### src/sv/assert_macros.svh
`ifndef ASSERT_MACROS_SVH
`define ASSERT_MACROS_SVH

// same-cycle implication, checked on every rising clock edge outside reset
`define SFE_ASSERT_IMPL(lbl, ante, cons) \
    lbl: assert property (@(posedge clk) disable iff (!rst_n) (ante) |-> (cons)) \
        else $error("sfe assertion failed");

// next-cycle implication
`define SFE_ASSERT_NEXT(lbl, ante, cons) \
    lbl: assert property (@(posedge clk) disable iff (!rst_n) (ante) |=> (cons)) \
        else $error("sfe assertion failed");

`endif

### src/sv/sfe_pkg.sv
package sfe_pkg;

    localparam int TAPS     = 81;
    localparam int BANKS    = 3;
    localparam int SAMPLE_W = 16;
    localparam int COEF_W   = 16;
    localparam int CSUM_W   = COEF_W + 2;
    localparam int PROD_W   = SAMPLE_W + CSUM_W;
    localparam int ACC_W    = PROD_W + ((TAPS > 1) ? $clog2(TAPS) : 1);
    localparam int CNT_W    = (TAPS > 1) ? $clog2(TAPS) : 1;
    localparam int FRAC_W   = 15;
    localparam int CFG_IDX_W  = 1;
    localparam int CFG_DATA_W = 3;

    localparam logic [CFG_IDX_W-1:0] CFG_BYPASS      = 1'd0;
    localparam logic [CFG_IDX_W-1:0] CFG_BAND_ENABLE = 1'd1;

    localparam logic KIND_SAMPLE = 1'b0;
    localparam logic KIND_COEF   = 1'b1;

    localparam logic [1:0] BANK_LOW  = 2'd0;
    localparam logic [1:0] BANK_BAND = 2'd1;
    localparam logic [1:0] BANK_HIGH = 2'd2;

    typedef logic signed [SAMPLE_W-1:0] sample_t;
    typedef logic signed [COEF_W-1:0]   coef_t;
    typedef logic signed [CSUM_W-1:0]   csum_t;

    typedef struct packed {
        sample_t lh;
        sample_t rh;
        coef_t   c_low;
        coef_t   c_band;
        coef_t   c_high;
    } sfe_tap_t;

    typedef struct packed {
        logic shift;
        logic rot;
    } sfe_ctl_t;

    typedef enum logic [1:0] {
        ST_IDLE,
        ST_RUN,
        ST_DRAIN,
        ST_SAT
    } sfe_state_t;

endpackage

### src/sv/sfe_cell.sv
module sfe_cell (
    input  logic              clk,
    input  logic              rst_n,
    input  sfe_pkg::sfe_ctl_t ctl,
    input  sfe_pkg::sfe_tap_t prev,
    input  sfe_pkg::sfe_tap_t next,
    input  logic [2:0]        wr_en,
    input  sfe_pkg::coef_t    wr_val,
    output sfe_pkg::sfe_tap_t q
);
    import sfe_pkg::*;

    sfe_tap_t tap_reg;
    sfe_tap_t tap_next;

    always_comb
    begin
        tap_next = tap_reg;
        if (ctl.rot)
        begin
            tap_next = next;
        end
        else if (ctl.shift)
        begin
            tap_next.lh = prev.lh;
            tap_next.rh = prev.rh;
        end
        else
        begin
            if (wr_en[0]) tap_next.c_low  = wr_val;
            if (wr_en[1]) tap_next.c_band = wr_val;
            if (wr_en[2]) tap_next.c_high = wr_val;
        end
    end

    always_ff @(posedge clk or negedge rst_n)
    begin
        if (!rst_n)
        begin
            tap_reg <= '0;
        end
        else
        begin
            tap_reg <= tap_next;
        end
    end

    assign q = tap_reg;
endmodule

### config.mk
export PLATFORM = sky130hd
export DESIGN_NAME = sfe_cell
export DESIGN_NICKNAME = d
export VERILOG_FILES = /design/src/sv/assert_macros.svh /design/src/sv/sfe_pkg.sv /design/src/sv/sfe_cell.sv
export SDC_FILE = /design/constraint.sdc
export NUM_CORES = 1
export LEC_CHECK = 0
export BUFFER_PORTS_ARGS = -buffer_cell sky130_fd_sc_hd__clkbuf_2
export CAP_MARGIN = 20
export CORE_ASPECT_RATIO = 0.6
export CORE_MARGIN = 2
export CORE_UTILIZATION = 44
export CTS_CLUSTER_DIAMETER = 30
export CTS_CLUSTER_SIZE = 8
export DETAILED_ROUTE_END_ITERATION = 10
export PLACE_DENSITY = 0.82
export SYNTH_ARGS = -nofsm -noshare
export SYNTH_HDL_FRONTEND = slang
export SYNTH_SLANG_ARGS = --single-unit
### constraint.sdc
create_clock -name clk -period 1 [get_ports clk]
set_input_delay 0 -clock clk [delete_from_list [all_inputs] [get_ports clk]]
set_output_delay 0 -clock clk [all_outputs]
set_load 0.02 [all_outputs]
Word-level counts from Yosys, hierarchy flattened --
Index checks and enable logic that the tools add are counted.
Storage, ports and cells: input bits 183, register bits after elaboration 80, output and inout port bits 80, memories kept 0, memory bits (read-only) 0, word-level logic and storage cells 19, latch bits 0, bits in writable memories 0
Cells by class: $mul 0, muxes and demuxes 6, shift operators 0, equality and inequality tests 1, reductions and logical operators 7, $lt $le $gt $ge 0, $add $sub $neg 0, bitwise gates (word level) 0, divide/modulo/power cells 0
Operators by type and width (number):
- 80-bit 2-to-1 mux | 1
- 16-bit 2-to-1 mux | 3
- 48-bit 2-to-1 mux | 1
- 32-bit 2-to-1 mux | 1
- 2-bit nonzero test | 4
- 2-bit AND reduction | 3
- 2-bit != test, second input constant | 1

Longest topological paths before layout --
depth in word-level cells 3, mapped depth 6, mapped depth without buffers 2

Worst setup path after synthesis --
OpenSTA, ideal clock, no wires.
path kind register to register, from reg, netlist name q[10], to reg tap_reg (netlist bit q[10]), period minus slack after synthesis 1014 ps, data arrival time 888 ps, stages on the path, launching flop included 3, setup time 126 ps, setup slack -14 ps, required time 874 ps, buffers on the path 0, cell sequence dfrtp_1 > nor2b_1 > a221o_1
RTL lines:
- end signal, assigned | line sfe_cell.sv:44 | tap_reg <= tap_next;
- end, declared | line sfe_cell.sv:13 | sfe_tap_t tap_reg;

==> reports/metrics.yaml <==
critical_path:
  rrSetupSlack_ns: 0.05
  rr_worst_depth: 2
  worst_r2r_endpoint: "q[33]"
  worstReg2RegStart: "q[33]"
  crit_path_end: "q[33]"
  setup.worst_path.start: "q[33]"
  crit_path_end_kind: "flip-flop"
  cpMaxStageDelayCell: "dfrtp_1"
  crit_chain: "nor2b_1 > a221o_1"
  cp.arrival_ns: 1.17
  crit_buf_inv: 0
  critical_path_class: "reg2reg"
  start_kind: "flip-flop"
  cp_top_family: "flip-flops"
  crit_fanout: 2
  crit_cells: 2
  worstPathRequired_ns: 1.22
  max_stage_delay_ns: 0.39
sta:
  fin_crit_ns: 0.9522
  setup_ws_ns: 0.04780
  relSlewSlack: 0.7635
  slew_viol_final: 0
  clock.fmax_mhz: 1050
  max_slew.worst_pin.slew_ns: 0.3500
  skew_ns: 0
  setup_violations: 0
  rsz0062_at_grt: "false"
  period_share: 0.9522
  hold_viol_final: 0
clock_tree:
  htree_num_levels: 3
  cts.clk_slew.worst_paths_ns: 0.06
  postCtsSetupBuffers: 0
  root_buffer: "clkbuf_16"
  cts_sinks: 80
  clock_path_buffers: 2
  cts_resized: 0
  clk_latency_ns: 0.33
  cts_hold_buf: 109
  cts_tree: "yes"
  numCtsBuffers: 9
placed_design:
  dp_cells: 684
  gp_congestion: 0.8779
  dp_hpwl_um: 9655
  portBuffers: 214
  dp_slack_ns: -0.1193
grt:
  grt_first_pass_wirelength_um: 23950
  grt_max_degree: 60
  first_global_vias: 4527
  antenna_found_initial: 0
  grt_overflow: 0
  grt_util_all_layers: 0.2954
synthesis:
  seq_area_frac_synth: 0.4682
  muxShareOfSynthArea: 0.07492
  yosysTopAreaCellShare: 0.4682
  synth.area.top_cells: "dfrtp_1 (47%), a221o_1 (11%), mux2i_1 (7.5%)"
  synth_compound_area_frac: 0.1498
  netlist_area_mm2: 0.004275
  synth_seq_cells: 80
  synth_xor_area_frac: 0
  synth.avg_cell_area_um2: 11.75
  synth_fa_ha_area_frac: 0
  synth_nets: 547
  synthSimpleGateAreaFrac: 0.2362
  yosysTopAreaCell: "dfrtp_1"
  ys_types: 17
  synth_top_family_by_area: "simple AND/OR/NAND/NOR gates"
  ys_warn_count: 0
  synth_cells: 364
die:
  initial_core_util: 0.4602
  die_y_um: 80.36
  core_area_mm2: 0.009290
  rows: 27
  io_pins: 263
  die_area_mm2: 0.01055
  die_x_um: 131.3
job:
  drv_cap: 0
power_and_ir_drop:
  p_comb_frac: 0.251
  sw_frac_of_total: 0.2855
  power_frac_seq: 0.386
  p_leak_nw: 3.403
  pwr_density_cell_mw_per_mm2: 1413
  p_switching_mw: 2.771
  power_frac_clock: 0.363
  p_int_mw: 6.934
  vdd_drop_max_uv: 986.0
route:
  drc: 0
  drt-initial-drc-count: 235
  dr.pass1.iters: 5
  vias_per_cell: 5.387
  avgRoutedWirePerCell_um: 18.68
  wirelength_um: 15120
  vias: 4358
  ant_nets: 0
outcome:
  outcome: "finished, final reports clean"
cells_and_area:
  stdcell_count: 809
  layout.nets: 857
  syn_to_final_growth_pct: 60.70
  final_layout_size_suffix_gt1_frac: 0.3829
  antenna_cells: 0
  largest_reg_flops: 80
hold_path:
  min_path_type: "in2reg"
[worst min-delay path, stage by stage]
cell and delay, ns:
clkbuf_2 0.08, mux2i_1 0.06, o21ai_0 0.16
[layer usage]
metal / GRT usage / vias up / part of all wire
li1: - / 1996 / -
met1: 0.3719 / 2071 / 0.43
met2: 0.4805 / 248 / 0.46
met3: 0.08775 / 43 / 0.081
met4: 0.1261 / 0 / 0.031
met5: 0 / - / 0
[cell usage after synthesis]
cell       n
dfrtp_1   80
a221o_1   48
nor2b_1   48
mux2i_1   32
nand2_1   32
o21ai_0   32
and4bb_1  20
buf_6     15
nor4bb_1  15
and4bb_2  13
clkbuf_1  11
buf_2     10
buf_4      3
nand2b_1   2
buf_8      1
clkbuf_2   1
nand2b_4   1
[layout make-up]
cell class	instances	area (um^2)
tap	130	162.7
clock buffer	10	229.0
multi-input combinational	243	1971
fill	621	2420
clock inverter	6	92.59
sequential	80	2002
timing repair buffer	340	2414
[worst min-delay path by stage]
stage	cells past startpoint	endpoint	slack [ns]	from
floorplan	0	q[0]	-0.30	rst_n
global placement	1	q[76]	-0.09	rst_n
detailed placement	1	q[70]	-0.08	rst_n
CTS	3	q[60]	0.002	prev[60]
global route	3	q[66]	0.01	prev[66]
finish	3	q[60]	0.006	prev[60]
[layout by cell type (no fill, tap or decap), types with 9 or more instances in the layout]
cell type      instances
buf_4                 10
clkbuf_16              9
and4bb_2              13
nor4bb_1              15
buf_12                 9
mux2i_1               32
dfrtp_1               80
nand2_1               32
clkbuf_2             211
a221o_1               48
and4bb_1              20
nor2b_1               48
o21ai_0               32
dlygate4sd3_1        109
[cells by family (layout without fill, tap and decap cells)]
logic type / after synthesis / count (layout)
simple gates: 131 / 131
flops: 80 / 80
mux: 32 / 32
buf+inv: 41 / 356
compound gates: 80 / 80
[power groups by stage]
stage                     registers, mW  logic (mW)  clock network, mW
after floorplan                    4.15       0.785                  0
after global placement             3.77        1.99                  0
after detailed placement           3.78        2.05                  0
after CTS                          3.73        2.39               3.60
after global routing               3.77        2.60               3.73
final                              3.74        2.43               3.53
[stage by stage]
| step | instance area (um^2) | hold slack [ns] | power [mW] | TNS, ns | utilization |
|---|---|---|---|---|---|
| 2_1_floorplan | 4275 | -0.2956 | 4.939 | 0 | - |
| 3_3_place_gp | 5458 | -0.08649 | 5.766 | -1.058 | 0.5875 |
| 3_5_place_dp | 5458 | -0.08163 | 5.832 | -3.880 | 0.5875 |
| 4_1_cts | 6870 | 0.001833 | 9.724 | 0 | 0.7395 |
| 5_1_grt | 6870 | 0.01316 | 10.10 | 0 | 0.7395 |
| 6_report | 6870 | 0.006102 | 9.705 | 0 | 0.7395 |
No activity file was read; power rests on OpenSTA's default activity.
