## src/sv/assert_macros.svh

```systemverilog
`ifndef ASSERT_MACROS_SVH
`define ASSERT_MACROS_SVH

// same-cycle implication, checked on every rising clock edge outside reset
`define SFE_ASSERT_IMPL(lbl, ante, cons) \
    lbl: assert property (@(posedge clk) disable iff (!rst_n) (ante) |-> (cons)) \
        else $error("sfe assertion failed");

// next-cycle implication
`define SFE_ASSERT_NEXT(lbl, ante, cons) \
    lbl: assert property (@(posedge clk) disable iff (!rst_n) (ante) |=> (cons)) \
        else $error("sfe assertion failed");

`endif

```

## src/sv/sfe_pkg.sv

```systemverilog
package sfe_pkg;

    localparam int TAPS     = 81;
    localparam int BANKS    = 3;
    localparam int SAMPLE_W = 16;
    localparam int COEF_W   = 16;
    localparam int CSUM_W   = COEF_W + 2;
    localparam int PROD_W   = SAMPLE_W + CSUM_W;
    localparam int ACC_W    = PROD_W + ((TAPS > 1) ? $clog2(TAPS) : 1);
    localparam int CNT_W    = (TAPS > 1) ? $clog2(TAPS) : 1;
    localparam int FRAC_W   = 15;
    localparam int CFG_IDX_W  = 1;
    localparam int CFG_DATA_W = 3;

    localparam logic [CFG_IDX_W-1:0] CFG_BYPASS      = 1'd0;
    localparam logic [CFG_IDX_W-1:0] CFG_BAND_ENABLE = 1'd1;

    localparam logic KIND_SAMPLE = 1'b0;
    localparam logic KIND_COEF   = 1'b1;

    localparam logic [1:0] BANK_LOW  = 2'd0;
    localparam logic [1:0] BANK_BAND = 2'd1;
    localparam logic [1:0] BANK_HIGH = 2'd2;

    typedef logic signed [SAMPLE_W-1:0] sample_t;
    typedef logic signed [COEF_W-1:0]   coef_t;
    typedef logic signed [CSUM_W-1:0]   csum_t;

    typedef struct packed {
        sample_t lh;
        sample_t rh;
        coef_t   c_low;
        coef_t   c_band;
        coef_t   c_high;
    } sfe_tap_t;

    typedef struct packed {
        logic shift;
        logic rot;
    } sfe_ctl_t;

    typedef enum logic [1:0] {
        ST_IDLE,
        ST_RUN,
        ST_DRAIN,
        ST_SAT
    } sfe_state_t;

endpackage

```

## src/sv/sfe_mac.sv

```systemverilog
module sfe_mac (
    input  logic            clk,
    input  logic            rst_n,
    input  logic            start,
    input  logic            mul_en,
    input  sfe_pkg::sample_t sample,
    input  sfe_pkg::csum_t   csum,
    output sfe_pkg::sample_t y
);
    import sfe_pkg::*;

    logic signed [PROD_W-1:0] prod_reg;
    logic                     pv_reg;
    logic signed [ACC_W-1:0]  acc_reg;
    logic signed [ACC_W-1:0]  acc_next;
    logic signed [ACC_W-1:0]  shifted;

    always_comb
    begin
        acc_next = acc_reg;
        if (start)
        begin
            acc_next = '0;
        end
        else if (pv_reg)
        begin
            acc_next = acc_reg + ACC_W'(prod_reg);
        end
    end

    always_ff @(posedge clk or negedge rst_n)
    begin
        if (!rst_n)
        begin
            pv_reg  <= 1'b0;
            acc_reg <= '0;
        end
        else
        begin
            pv_reg  <= mul_en;
            acc_reg <= acc_next;
        end
    end

    always_ff @(posedge clk)
    begin
        if (mul_en)
        begin
            prod_reg <= PROD_W'(sample) * PROD_W'(csum);
        end
    end

    // floor shift then clamp to the sample range
    always_comb
    begin
        shifted = acc_reg >>> FRAC_W;
        if (shifted > ACC_W'(32767))
        begin
            y = 16'sh7FFF;
        end
        else if (shifted < -ACC_W'(32768))
        begin
            y = 16'sh8000;
        end
        else
        begin
            y = shifted[SAMPLE_W-1:0];
        end
    end
endmodule

```

## config.mk

```make
export PLATFORM = sky130hd
export DESIGN_NAME = sfe_mac
export DESIGN_NICKNAME = d
export VERILOG_FILES = /design/src/sv/assert_macros.svh /design/src/sv/sfe_pkg.sv /design/src/sv/sfe_mac.sv
export SDC_FILE = /design/constraint.sdc
export NUM_CORES = 1
export LEC_CHECK = 0
export BUFFER_PORTS_ARGS = -buffer_cell sky130_fd_sc_hd__buf_4
export CORE_MARGIN = 1
export CORE_UTILIZATION = 30
export DETAILED_ROUTE_END_ITERATION = 8
export HOLD_SLACK_MARGIN = 0.15
export PLACE_DENSITY = 0.5
export SLEW_MARGIN = 20
export SYNTH_ARGS = -nofsm -noshare
export SYNTH_HDL_FRONTEND = slang
export SYNTH_SLANG_ARGS = --single-unit
```

## constraint.sdc

```tcl
create_clock -name clk -period 4.7 [get_ports clk]
set_input_delay 0.94 -clock clk [delete_from_list [all_inputs] [get_ports clk]]
set_output_delay 0.94 -clock clk [all_outputs]
set_load 0.01 [all_outputs]
```

# Word-level counts from Yosys, hierarchy flattened
# Index checks and enable logic that the tools add are counted.
[totals] out_inout_bits=16 reg_bits=76
[classes] n_mul=1 addsub=1 mux=4 reduce_logical=1 magnitude_cmp=2
[op_table] operator="$mux 41" count=2
[op_table] operator="$add 41x34->41" count=1
[op_table] operator="$mul 16x18->34" count=1
[op_table] operator="$mux 16" count=2
[op_table] operator="$gt 26x16->1 const B" count=1
[op_table] operator="$lt 26x16->1 const B" count=1
[op_table] operator="$reduce_bool 2->1" count=1

# Depth between registers and ports, before layout
# Gate-level depths: netlist of run 1.
[depth] depth_word=3 depth_mapped=25 ltp_nobuf=23

# Worst setup path after synthesis of run 1
# No wires, ideal clock.
[synth_path] path_type="input port to flip-flop" startpoint="input sample[12]" endpoint="register prod_reg[32] (data pin)" n_path_buf=2 t_arrival_ns=6.548 setup_time_ns=0.264 required_time_ns=4.436 stages=20 setup_slack_ns=-2.112 cell_sequence="clkbuf_1 > clkbuf_1 > nand2_1 > fa_1 > inv_1 > fa_1 > fa_1 > fa_1 > fa_1 > inv_1 > fa_1 > inv_1 > ha_1 > a21o_1 > a21o_1 > a21o_1 > a21o_1 > a221o_1 > a221oi_1 > xnor2_1"
[synth_between] elab_chain_cells=1
[synth_rtl] element="start: declaration" line_no="sfe_mac.sv:6" text="input sfe_pkg::sample_t sample,"
[synth_rtl] element="$mul 16x18->34" line_no="sfe_mac.sv:49" text="prod_reg <= PROD_W'(sample) * PROD_W'(csum);"
[synth_rtl] element="end signal: assignment" line_no="sfe_mac.sv:49"
[synth_rtl] element="end: declaration" line_no="sfe_mac.sv:12" text="logic signed [PROD_W-1:0] prod_reg;"
# No other way between the ends.
# A chain may end at the register's enable or synchronous reset.

# Worst setup path in the final report of run 1
[layout_path] startpoint="input csum[7]" endpoint="register prod_reg[27] (data pin)"
[layout_between] elab_chain_cells=1
[layout_rtl] element="start: declaration" line_no="sfe_mac.sv:7" text="input sfe_pkg::csum_t csum,"
[layout_rtl] element="$mul 16x18->34" line_no="sfe_mac.sv:49"
# No other way between the ends.

==> results of run 1 <==
-- synthesized netlist by cell type (all sizes together), types with 3 or more instances --
library cell	number
o21ai	31
fa	291
and3	11
edfxtp	34
o21bai	10
nor2	85
and2	129
nor2b	5
a221oi	3
mux2i	24
inv	364
ha	126
nand2b	10
xnor2	52
buf	5
or3	5
o31a	3
xor2	15
dfrtp	42
o21a	22
a21o	35
a21oi	63
nor3	8
nor4	3
nand3	15
nand2	185
and4	3
o211ai	6
a221o	3
clkbuf	52
a22o	4
a211oi	15
a211o	3
o31ai	3
nand4	9
a31oi	7
-- routing by layer --
metal	track usage (%)	wire length [um]	vias up
met5	0	0	-
met4	2.63	407	0
met3	1.89	1090	29
met2	27.0	18800	138
met1	21.3	18900	6026
li1	-	-	5768
-- logic make-up (layout without fill, tap and decap cells) --
group	count (synthesis)	in the layout	share of synthesized area (%)
simple gates	474	474	14.5
buf+inv	421	650	10.1
fa+ha+maj	417	417	47.0
compound gates	226	226	9.94
flops	76	76	13.2
xor+xnor	67	67	3.73
mux	25	25	1.62
-- tightest hold or removal path, cell delays in order, from the launching register on --
cell	delay (ps)
sky130_fd_sc_hd__dfrtp_1	350
sky130_fd_sc_hd__a21oi_1	70
sky130_fd_sc_hd__nor2_1	70
-- final timing paths --
kind	from	to	slack [ps]
worst min-delay path	acc_reg[11]	acc_reg[11]	520
max in group asynchronous	rst_n	pv_reg	3670
min in group asynchronous	rst_n	acc_reg[1]	600
worst max register to register	prod_reg[0]	acc_reg[40]	1380
worst max-delay path	csum[7]	prod_reg[27]	-1370
worst min register to register	acc_reg[11]	acc_reg[11]	520
-- what timing repair did --
item	CTS	global route
setup endpoints to repair	26	25
gates cloned	0	0
pin swaps	105	43
resized for setup	169	60
setup buffers	26	13
-- per-stage QoR --
stage / util, % / setup slack [ps]
2_1_floorplan: - / -1690
3_3_place_gp: 35.8 / -1870
3_5_place_dp: 35.8 / -1930
4_1_cts: 38.0 / -1380
5_1_grt: 38.7 / -1570
6_report: 38.7 / -1370
-- area by class of cell --
cell class	count	area, um^2
sequential	76	2070
clock inverter	6	86.3
tap	680	851
inverter	364	1370
timing repair buffer	270	2440
fill	5188	31700
clock buffer	10	239
multi-input combinational	1209	12900
==> qor.json, run 1 <==
{
  "outcome": "finished, violations left",
  "violated_checks": "negative setup slack",
  "cts_tree": "done",
  "layout.cell_area.non_filler_um2": 20000,
  "nets": 2385,
  "maxClockFrequency_ghz": 0.165,
  "timing.slew.headroom_pct": 54.2,
  "routed_wl_mm": 39.3,
  "synth_async_sr_flop_share_pct": 55.3,
  "cts_root_buffer": "sky130_fd_sc_hd__clkbuf_16",
  "clockBufferDepth": 2,
  "boundaryPins": 54,
  "wl_per_cell_um": 15.0,
  "worst_ep_required_time_ps": 4800,
  "grt_max_degree": 43,
  "max_cap_violations": 0,
  "clk_pin_slew_ps": 60,
  "holdWs_ps": 524,
  "cp-start-kind": "primary input",
  "timing.clock.skew_ps": 12.3,
  "rows": 83,
  "end_kind": "flop",
  "holdCritPathClass": "flop to flop",
  "largest_register_ff_count": 41,
  "timing_max_transition_violations_final": 0,
  "synth_top_cell_by_area": "sky130_fd_sc_hd__fa_1",
  "syn2layout_area_growth_pct": 26.7,
  "worst_slack_ps": -1370,
  "timing.critical_path.slowest_stage_cell": "sky130_fd_sc_hd__fa_1",
  "critical_path_class": "primary input to flop",
  "n_antenna_cell": 0,
  "vias_per_cell": 4.57,
  "route.vias.total": 12000,
  "cp_data_arrival_time_ps": 6170,
  "die_y_um": 231,
  "layout_common_cells": "sky130_fd_sc_hd__inv_1, sky130_fd_sc_hd__fa_1, sky130_fd_sc_hd__buf_4",
  "detailedRoute.firstPassIterationCount": 4,
  "finalSetupViolations": 25,
  "timing.final.crit_period_ps": 6070,
  "worst-path-stages": 22,
  "timing.hold.worst_path_depth": 2,
  "finalWeightedCongestion": 0.873,
  "synth_sequential_area_ratio_pct": 13.2,
  "buffer_ports.inserted": 53,
  "worstPathCellList": "buf_12 > and2_4 > fa_1 > inv_1 > fa_1 > fa_2 > fa_1 > inv_1 > fa_1 > fa_1 > ha_4 > o21a_1 > o21a_1 > o21ai_2 > a21o_1 > a21oi_4 > buf_6 > a221o_1 > nand2_1 > nand2_1 > a211oi_2 > nor2_1",
  "synth_cell_type_count": 65,
  "htreeDepth": 3,
  "path_common_cell": "sky130_fd_sc_hd__fa_1",
  "cts_inserted_buffers": 9,
  "num_clock_sinks": 76,
  "mostFrequentLayoutCell": "sky130_fd_sc_hd__inv_1",
  "slew_of_the_pin_with_the_lowest_slew_margin_ps": 687,
  "fraction_of_layout_instances_using_a_drive_strength_above_1_pct": 23.6,
  "ff2ff_path_depth": 12,
  "post_synth_instance_area_um2": 15800,
  "synthesis.nets": 2161,
  "dr.first_iter.drc_count": 499,
  "finalHoldViolCount": 0,
  "worst_skew_pair.late_latency_ps": 340,
  "worst-path-buf-inv": 4,
  "post-dp-hpwl_mm": 32.8,
  "die_width_um": 231,
  "initial_core_util_pct": 30.5,
  "max_stage_delay_ps": 550,
  "synth_flop_cell": "sky130_fd_sc_hd__dfrtp_1",
  "synth.ff_latch_count": 76,
  "critical_path_peak_fanout": 6,
  "route.detailed.drc": 0,
  "synth.top_cell.area_share_pct": 37.0,
  "core_um2": 51600,
  "synth_area_leaders": "sky130_fd_sc_hd__fa_1, sky130_fd_sc_hd__ha_1, sky130_fd_sc_hd__inv_1",
  "dpl-instance-area_um2": 18500,
  "cells_after_synth": 1706,
  "ys_warn_count": 0,
  "total_die_area_um2": 53400,
  "synthesis.area_per_instance_um2": 9.23,
  "globalRouteTotalUtil_pct": 15.7,
  "hold_buffers": 0,
  "finalNonFillerCells": 2615,
  "grt_first_pass_wirelength_mm": 68.0,
  "unrepaired_setup_endpoints_after_global_routing": "true",
  "synth_enable_flop_cells": 34,
  "initial_antenna_violation_count": 0,
  "crit_family": "adder cells",
  "dp.cells": 2564,
  "final_antenna_net_count": 0,
  "first_global_vias": 13400,
  "period_share_pct": 129,
  "grt.overflow.total": 0,
  "finalSetupTns_ps": -23170
}
Power of run 1 is not shown: default switching activity piles up to over one toggle a cycle in this logic, so the estimate is an artifact.
==> run 2: changes to the inputs <==
--- a/config.mk
+++ b/config.mk
@@ -11,6 +11,7 @@
 export DETAILED_ROUTE_END_ITERATION = 8
 export HOLD_SLACK_MARGIN = 0.15
 export PLACE_DENSITY = 0.5
+export RECOVER_POWER = 50
 export SLEW_MARGIN = 20
 export SYNTH_ARGS = -nofsm -noshare
 export SYNTH_HDL_FRONTEND = slang
==> run 2 against run 1 <==
- the flow finishes with violations (max-capacitance violations, max-slew violations, negative setup slack)
- first-iteration DRC count unchanged
- via count about the same
- worst setup slack is essentially flat
- cell area about the same
- global-route usage unchanged
- register-to-register slack about the same
- critical path depth did not move
- wire length about the same
- hold slack hardly changed
- fmax is essentially flat
- highest routed layer unchanged
==> qor.json, run 2 (synthesis gave the netlist of run 1 again) <==
{
  "timing.slew.headroom": {"value": -64.9, "unit": "%", "change": "-120 points"},
  "route.vias.total": {"value": 12000, "change": "-0.050%"},
  "slew_of_the_pin_with_the_lowest_slew_margin": {"value": 2470, "unit": "ps", "change": "+1790 ps"},
  "wl_per_cell": {"value": 15.0, "unit": "um", "change": "about the same"},
  "violated_checks": "max-capacitance violations, max-slew violations, negative setup slack",
  "fraction_of_layout_instances_using_a_drive_strength_above_1": {"value": 23.5, "unit": "%", "change": "-0.10 points"},
  "htreeDepth": {"value": 3, "change": "unchanged"},
  "worst_skew_pair.late_latency": {"value": 340, "unit": "ps", "change": "about the same"},
  "timing.final.crit_period": {"value": 6070, "unit": "ps", "change": "-0.0400 ps"},
  "timing.clock.skew": {"value": 12.3, "unit": "ps", "change": "+0.0398 ps"},
  "cts_inserted_buffers": {"value": 9, "change": "unchanged"},
  "syn2layout_area_growth": {"value": 26.7, "unit": "%", "change": "about the same"},
  "finalHoldViolCount": {"value": 0, "change": "unchanged"},
  "grt.overflow.total": {"value": 0, "change": "unchanged"},
  "critical_path_class": "primary input to flop",
  "n_antenna_cell": {"value": 0, "change": "unchanged"},
  "hold_buffers": {"value": 0, "change": "unchanged"},
  "clockBufferDepth": {"value": 2, "change": "unchanged"},
  "boundaryPins": {"value": 54, "change": "unchanged"},
  "rows": {"value": 83, "change": "unchanged"},
  "holdCritPathClass": "flop to flop",
  "core": {"value": 51600, "unit": "um^2", "change": "unchanged"},
  "detailedRoute.firstPassIterationCount": {"value": 4, "change": "unchanged"},
  "cts_tree": "done",
  "period_share": {"value": 129, "unit": "%", "change": "about the same"},
  "cp_data_arrival_time": {"value": 6170, "unit": "ps", "change": "about the same"},
  "end_kind": "flop",
  "critical_path_peak_fanout": {"value": 6, "change": "unchanged"},
  "routed_wl": {"value": 39.3, "unit": "mm", "change": "about the same"},
  "timing_max_transition_violations_final": {"value": 79, "change": "+79"},
  "initial_antenna_violation_count": {"value": 0, "change": "unchanged"},
  "finalSetupTns": {"value": -23170, "unit": "ps", "change": "-0.200 ps"},
  "total_die_area": {"value": 53400, "unit": "um^2", "change": "unchanged"},
  "cp-start-kind": "primary input",
  "unrepaired_setup_endpoints_after_global_routing": "true",
  "clk_pin_slew": {"value": 60, "unit": "ps", "change": "about the same"},
  "route.detailed.drc": {"value": 0, "change": "unchanged"},
  "initial_core_util": {"value": 30.5, "unit": "%", "change": "unchanged"},
  "vias_per_cell": {"value": 4.57, "change": "about the same"},
  "buffer_ports.inserted": {"value": 53, "change": "unchanged"},
  "worst_ep_required_time": {"value": 4800, "unit": "ps", "change": "about the same"},
  "dr.first_iter.drc_count": {"value": 499, "change": "unchanged"},
  "die_y": {"value": 231, "unit": "um", "change": "unchanged"},
  "finalWeightedCongestion": {"value": 0.873, "change": "unchanged"},
  "first_global_vias": {"value": 13400, "change": "unchanged"},
  "grt_first_pass_wirelength": {"value": 68.0, "unit": "mm", "change": "unchanged"},
  "finalSetupViolations": {"value": 25, "change": "unchanged"},
  "largest_register_ff_count": {"value": 41, "change": "unchanged"},
  "post-dp-hpwl": {"value": 32.8, "unit": "mm", "change": "unchanged"},
  "cts_root_buffer": "sky130_fd_sc_hd__clkbuf_16",
  "maxClockFrequency": {"value": 0.165, "unit": "GHz", "change": "about the same"},
  "num_clock_sinks": {"value": 76, "change": "unchanged"},
  "mostFrequentLayoutCell": "sky130_fd_sc_hd__inv_1",
  "layout_common_cells": "sky130_fd_sc_hd__inv_1, sky130_fd_sc_hd__fa_1, sky130_fd_sc_hd__buf_4",
  "worst_slack": {"value": -1370, "unit": "ps", "change": "+0.0400 ps"},
  "grt_max_degree": {"value": 43, "change": "unchanged"},
  "max_cap_violations": {"value": 2, "change": "+2"},
  "nets": {"value": 2385, "change": "unchanged"},
  "globalRouteTotalUtil": {"value": 15.7, "unit": "%", "change": "unchanged"},
  "outcome": "finished, violations left",
  "die_width": {"value": 231, "unit": "um", "change": "unchanged"},
  "final_antenna_net_count": {"value": 0, "change": "unchanged"}
}
-- run 2: cell types whose count changed in the layout (fill, tap and decap cells not counted), sizes merged --
cell    before  now
clkbuf      10   12
buf        270  268
-- run 2: area by class of cell --
type                    count  area (um^2)
flip-flops and latches     76         2070
fillers                  5189        31700
multi-input cells        1209        12900
inverters                 364         1370
clock inverters             6         86.3
clock buffers              10          239
well taps                 680          851
repair buffers            270         2440
-- run 2: final timing paths --
path	startpoint	to	slack, ps	cells after the start
max	csum[7]	prod_reg[27]	-1370	22
min	acc_reg[11]	acc_reg[11]	520	2
max reg2reg	prod_reg[0]	acc_reg[40]	1380	12
min reg2reg	acc_reg[11]	acc_reg[11]	520	2
max in group asynchronous	rst_n	pv_reg	1760	1
min in group asynchronous	rst_n	acc_reg[1]	1360	1
-- run 2: repair_timing --
item	CTS	global route
pin swaps	105	43
endpoints found under the setup margin	26	25
buffers inserted	26	13
gates resized for setup	169	60
-- run 2: metal layers --
layer / share of wire, % / global-route usage [%]
met2: 48 / 27.0
met1: 48 / 21.3
met4: 1.0 / 2.63
met5: 0 / 0
met3: 2.8 / 1.89
-- run 2: critical path, cell delays in order --
cell and delay [ps]:
sky130_fd_sc_hd__buf_12 120, sky130_fd_sc_hd__and2_4 160, sky130_fd_sc_hd__fa_1 530, sky130_fd_sc_hd__inv_1 50
sky130_fd_sc_hd__fa_1 550, sky130_fd_sc_hd__fa_2 460, sky130_fd_sc_hd__fa_1 530, sky130_fd_sc_hd__inv_1 50
sky130_fd_sc_hd__fa_1 450, sky130_fd_sc_hd__fa_1 530, sky130_fd_sc_hd__ha_4 210, sky130_fd_sc_hd__o21a_1 160
sky130_fd_sc_hd__o21a_1 170, sky130_fd_sc_hd__o21ai_2 120, sky130_fd_sc_hd__a21o_1 170, sky130_fd_sc_hd__a21oi_4 60
sky130_fd_sc_hd__buf_6 120, sky130_fd_sc_hd__a221o_1 360, sky130_fd_sc_hd__nand2_1 70, sky130_fd_sc_hd__nand2_1 60
sky130_fd_sc_hd__a211oi_2 230, sky130_fd_sc_hd__nor2_1 60
-- run 2: per-stage QoR --
step           worst slack (ps)  hold slack (ps)  instance area [um^2]  cells  utilization, %
6_report                  -1370              524                 20000   2615            38.7
5_1_grt                   -1570              563                 20000   2615            38.7
4_1_cts                   -1380              528                 19600   2604            38.0
3_5_place_dp              -1930              516                 18500   2564            35.8
3_3_place_gp              -1870              503                 18500   2564            35.8
2_1_floorplan             -1690              488                 16200   1706               -
Power of run 2 is left out for the same reason.
==> run 3: changes to the inputs <==
--- a/config.mk
+++ b/config.mk
@@ -10,7 +10,7 @@
 export CORE_UTILIZATION = 30
 export DETAILED_ROUTE_END_ITERATION = 8
 export HOLD_SLACK_MARGIN = 0.15
-export PLACE_DENSITY = 0.5
+export PLACE_DENSITY_LB_ADDON = 0.15
 export RECOVER_POWER = 50
 export SLEW_MARGIN = 20
 export SYNTH_ARGS = -nofsm -noshare
==> run 3 against run 2 <==
- the run still ends with max-capacitance violations, max-slew violations, negative setup slack left
- die area is the same
- clock skew is 2.2 ps lower
- first-iteration DRC count down 11%
- critical path depth decreased by 1
- worst setup slack worse by 6.7 ps
- clock-buffer cell count decreased by 1
- critical endpoint unchanged
==> qor.json, run 3 (synthesis gave the netlist of run 1 again) <==
{
  "buffer_ports.inserted": {"value": 53, "change": "unchanged"},
  "routed_wl": {"value": 40.5, "unit": "mm", "change": "+3.0%"},
  "mostFrequentLayoutCell": "sky130_fd_sc_hd__inv_1",
  "grt_max_degree": {"value": 43, "change": "unchanged"},
  "timing.final.crit_period": {"value": 6080, "unit": "ps", "change": "+6.70 ps"},
  "finalHoldViolCount": {"value": 0, "change": "unchanged"},
  "fraction_of_layout_instances_using_a_drive_strength_above_1": {"value": 23.9, "unit": "%", "change": "+0.42 points"},
  "worst_slack": {"value": -1380, "unit": "ps", "change": "-6.70 ps"},
  "slew_of_the_pin_with_the_lowest_slew_margin": {"value": 2560, "unit": "ps", "change": "+82.1 ps"},
  "grt.overflow.total": {"value": 0, "change": "unchanged"},
  "end_kind": "flop",
  "rows": {"value": 83, "change": "unchanged"},
  "hold_buffers": {"value": 0, "change": "unchanged"},
  "die_width": {"value": 231, "unit": "um", "change": "unchanged"},
  "core": {"value": 51600, "unit": "um^2", "change": "unchanged"},
  "groute.layer.met2.usage": {"value": 27.5, "unit": "%", "change": "+0.57 points"},
  "detailedRoute.firstPassIterationCount": {"value": 5, "change": "+1"},
  "clockBufferDepth": {"value": 2, "change": "unchanged"},
  "post-dp-hpwl": {"value": 33.8, "unit": "mm", "change": "+3.2%"},
  "grt_use_met1": {"value": 22.3, "unit": "%", "change": "+1.0 points"},
  "route.vias.total": {"value": 12000, "change": "+0.067%"},
  "syn2layout_area_growth_pct": 27.3,
  "globalRouteTotalUtil": {"value": 16.1, "unit": "%", "change": "+0.37 points"},
  "cts_root_buffer": "sky130_fd_sc_hd__clkbuf_16",
  "critical_path_class": "primary input to flop",
  "final_core_utilization": {"value": 38.9, "unit": "%", "change": "+0.20 points"},
  "grt_first_pass_wirelength": {"value": 68.9, "unit": "mm", "change": "+1.3%"},
  "total_die_area": {"value": 53400, "unit": "um^2", "change": "unchanged"},
  "finalWeightedCongestion": {"value": 0.863, "change": "-1.2%"},
  "critical_path_peak_fanout": {"value": 6, "change": "unchanged"},
  "violated_checks": "max-capacitance violations, max-slew violations, negative setup slack",
  "n_antenna_cell": {"value": 0, "change": "unchanged"},
  "worst_skew_pair.late_latency": {"value": 350, "unit": "ps", "change": "about the same"},
  "max_cap_violations": {"value": 2, "change": "unchanged"},
  "outcome": "finished, violations left",
  "num_clock_sinks": {"value": 76, "change": "unchanged"},
  "grt_use_met3": {"value": 1.03, "unit": "%", "change": "-0.86 points"},
  "vias_per_cell": {"value": 4.56, "change": "-0.24%"},
  "worst_ep_required_time": {"value": 4810, "unit": "ps", "change": "about the same"},
  "initial_core_util": {"value": 30.5, "unit": "%", "change": "unchanged"},
  "finalSetupViolations": {"value": 25, "change": "unchanged"},
  "dr.first_iter.drc_count": {"value": 446, "change": "-11%"},
  "cp_data_arrival_time": {"value": 6190, "unit": "ps", "change": "+20 ps"},
  "route.detailed.drc": {"value": 0, "change": "unchanged"},
  "boundaryPins": {"value": 54, "change": "unchanged"},
  "timing.slew.headroom": {"value": -70.4, "unit": "%", "change": "-5.5 points"},
  "timing.clock.skew": {"value": 10.1, "unit": "ps", "change": "-2.22 ps"},
  "first_global_vias": {"value": 13200, "change": "-1.5%"},
  "unrepaired_setup_endpoints_after_global_routing": "true",
  "wl_per_cell": {"value": 15.4, "unit": "um", "change": "+2.7%"},
  "ff2ff_path_depth": {"value": 12, "change": "unchanged"},
  "final_antenna_net_count": {"value": 0, "change": "unchanged"},
  "holdWs": {"value": 522, "unit": "ps", "change": "-1.82 ps"},
  "timing.hold.worst_path_depth": {"value": 2, "change": "unchanged"},
  "top_usage_layer": "met2",
  "timing_max_transition_violations_final": {"value": 79, "change": "unchanged"},
  "largest_register_ff_count": {"value": 41, "change": "unchanged"},
  "period_share": {"value": 129, "unit": "%", "change": "+0.14 points"},
  "htreeDepth": {"value": 3, "change": "unchanged"},
  "clk_pin_slew": {"value": 70, "unit": "ps", "change": "about the same"},
  "initial_antenna_violation_count": {"value": 0, "change": "unchanged"},
  "nets": {"value": 2393, "change": "+0.34%"},
  "cts_inserted_buffers": {"value": 9, "change": "unchanged"},
  "cts_tree": "done",
  "maxClockFrequency": {"value": 0.164, "unit": "GHz", "change": "-0.11%"},
  "cp-start-kind": "primary input",
  "die_y": {"value": 231, "unit": "um", "change": "unchanged"},
  "layout_common_cells": "sky130_fd_sc_hd__inv_1, sky130_fd_sc_hd__fa_1, sky130_fd_sc_hd__buf_4",
  "holdCritPathClass": "flop to flop"
}
==> run 3: final cells by class <==
type	instances	area, um^2
Timing Repair Buffer	278	2620
Tap cell	680	851
Clock inverter	7	58.8
Sequential cell	76	2070
Fill cell	5187	31600
Multi-Input combinational cell	1209	12900
Clock buffer	9	225
Inverter	364	1370
==> run 3: repair_timing <==
item	4_1_cts	5_1_grt
cloned	2	0
pin swaps	108	58
setup buffers	25	13
resized for setup	197	44
endpoints found under the setup margin	25	26
==> run 3: worst paths after layout <==
path,start,to,slack [ps]
max,sample[4],prod_reg[27],-1380
min,acc_reg[0],acc_reg[0],520
max reg2reg,prod_reg[0],acc_reg[40],1230
min reg2reg,acc_reg[0],acc_reg[0],520
max in group asynchronous,rst_n,pv_reg,1680
min in group asynchronous,rst_n,acc_reg[2],1380
==> run 3: stage by stage <==
step | instance area (um^2) | setup slack (ps) | setup TNS, ps | instances
after global placement | 18600 | -1900 | -35520 | 2575
after CTS | 19800 | -1370 | -23010 | 2615
final | 20100 | -1380 | -24740 | 2623
after detailed placement | 18600 | -1950 | -36530 | 2575
after global routing | 20100 | -1610 | -29110 | 2623
after floorplan | 16200 | -1690 | -24700 | 1706
==> run 3: routing by layer <==
metal,up-vias,wire [um],share of wire (%)
met5,-,0,0
met1,6006,19800,49
met3,27,936,2.3
li1,5790,-,-
met4,0,418,1.0
met2,140,19300,48
==> run 3: critical path: stages <==
cell and delay [ps]:
sky130_fd_sc_hd__buf_12 120, sky130_fd_sc_hd__and2_4 150, sky130_fd_sc_hd__fa_1 520, sky130_fd_sc_hd__inv_1 50, sky130_fd_sc_hd__fa_1 480, sky130_fd_sc_hd__fa_1 530, sky130_fd_sc_hd__inv_1 60, sky130_fd_sc_hd__fa_1 540
sky130_fd_sc_hd__fa_1 460, sky130_fd_sc_hd__fa_1 580, sky130_fd_sc_hd__ha_4 220, sky130_fd_sc_hd__a21o_1 170, sky130_fd_sc_hd__a211oi_2 220, sky130_fd_sc_hd__a21o_1 190, sky130_fd_sc_hd__a21oi_4 60, sky130_fd_sc_hd__buf_6 120
sky130_fd_sc_hd__a221o_1 330, sky130_fd_sc_hd__nand2_1 70, sky130_fd_sc_hd__nand2_1 60, sky130_fd_sc_hd__a211oi_2 250, sky130_fd_sc_hd__nor2_1 70
Power of run 3 is left out for the same reason.
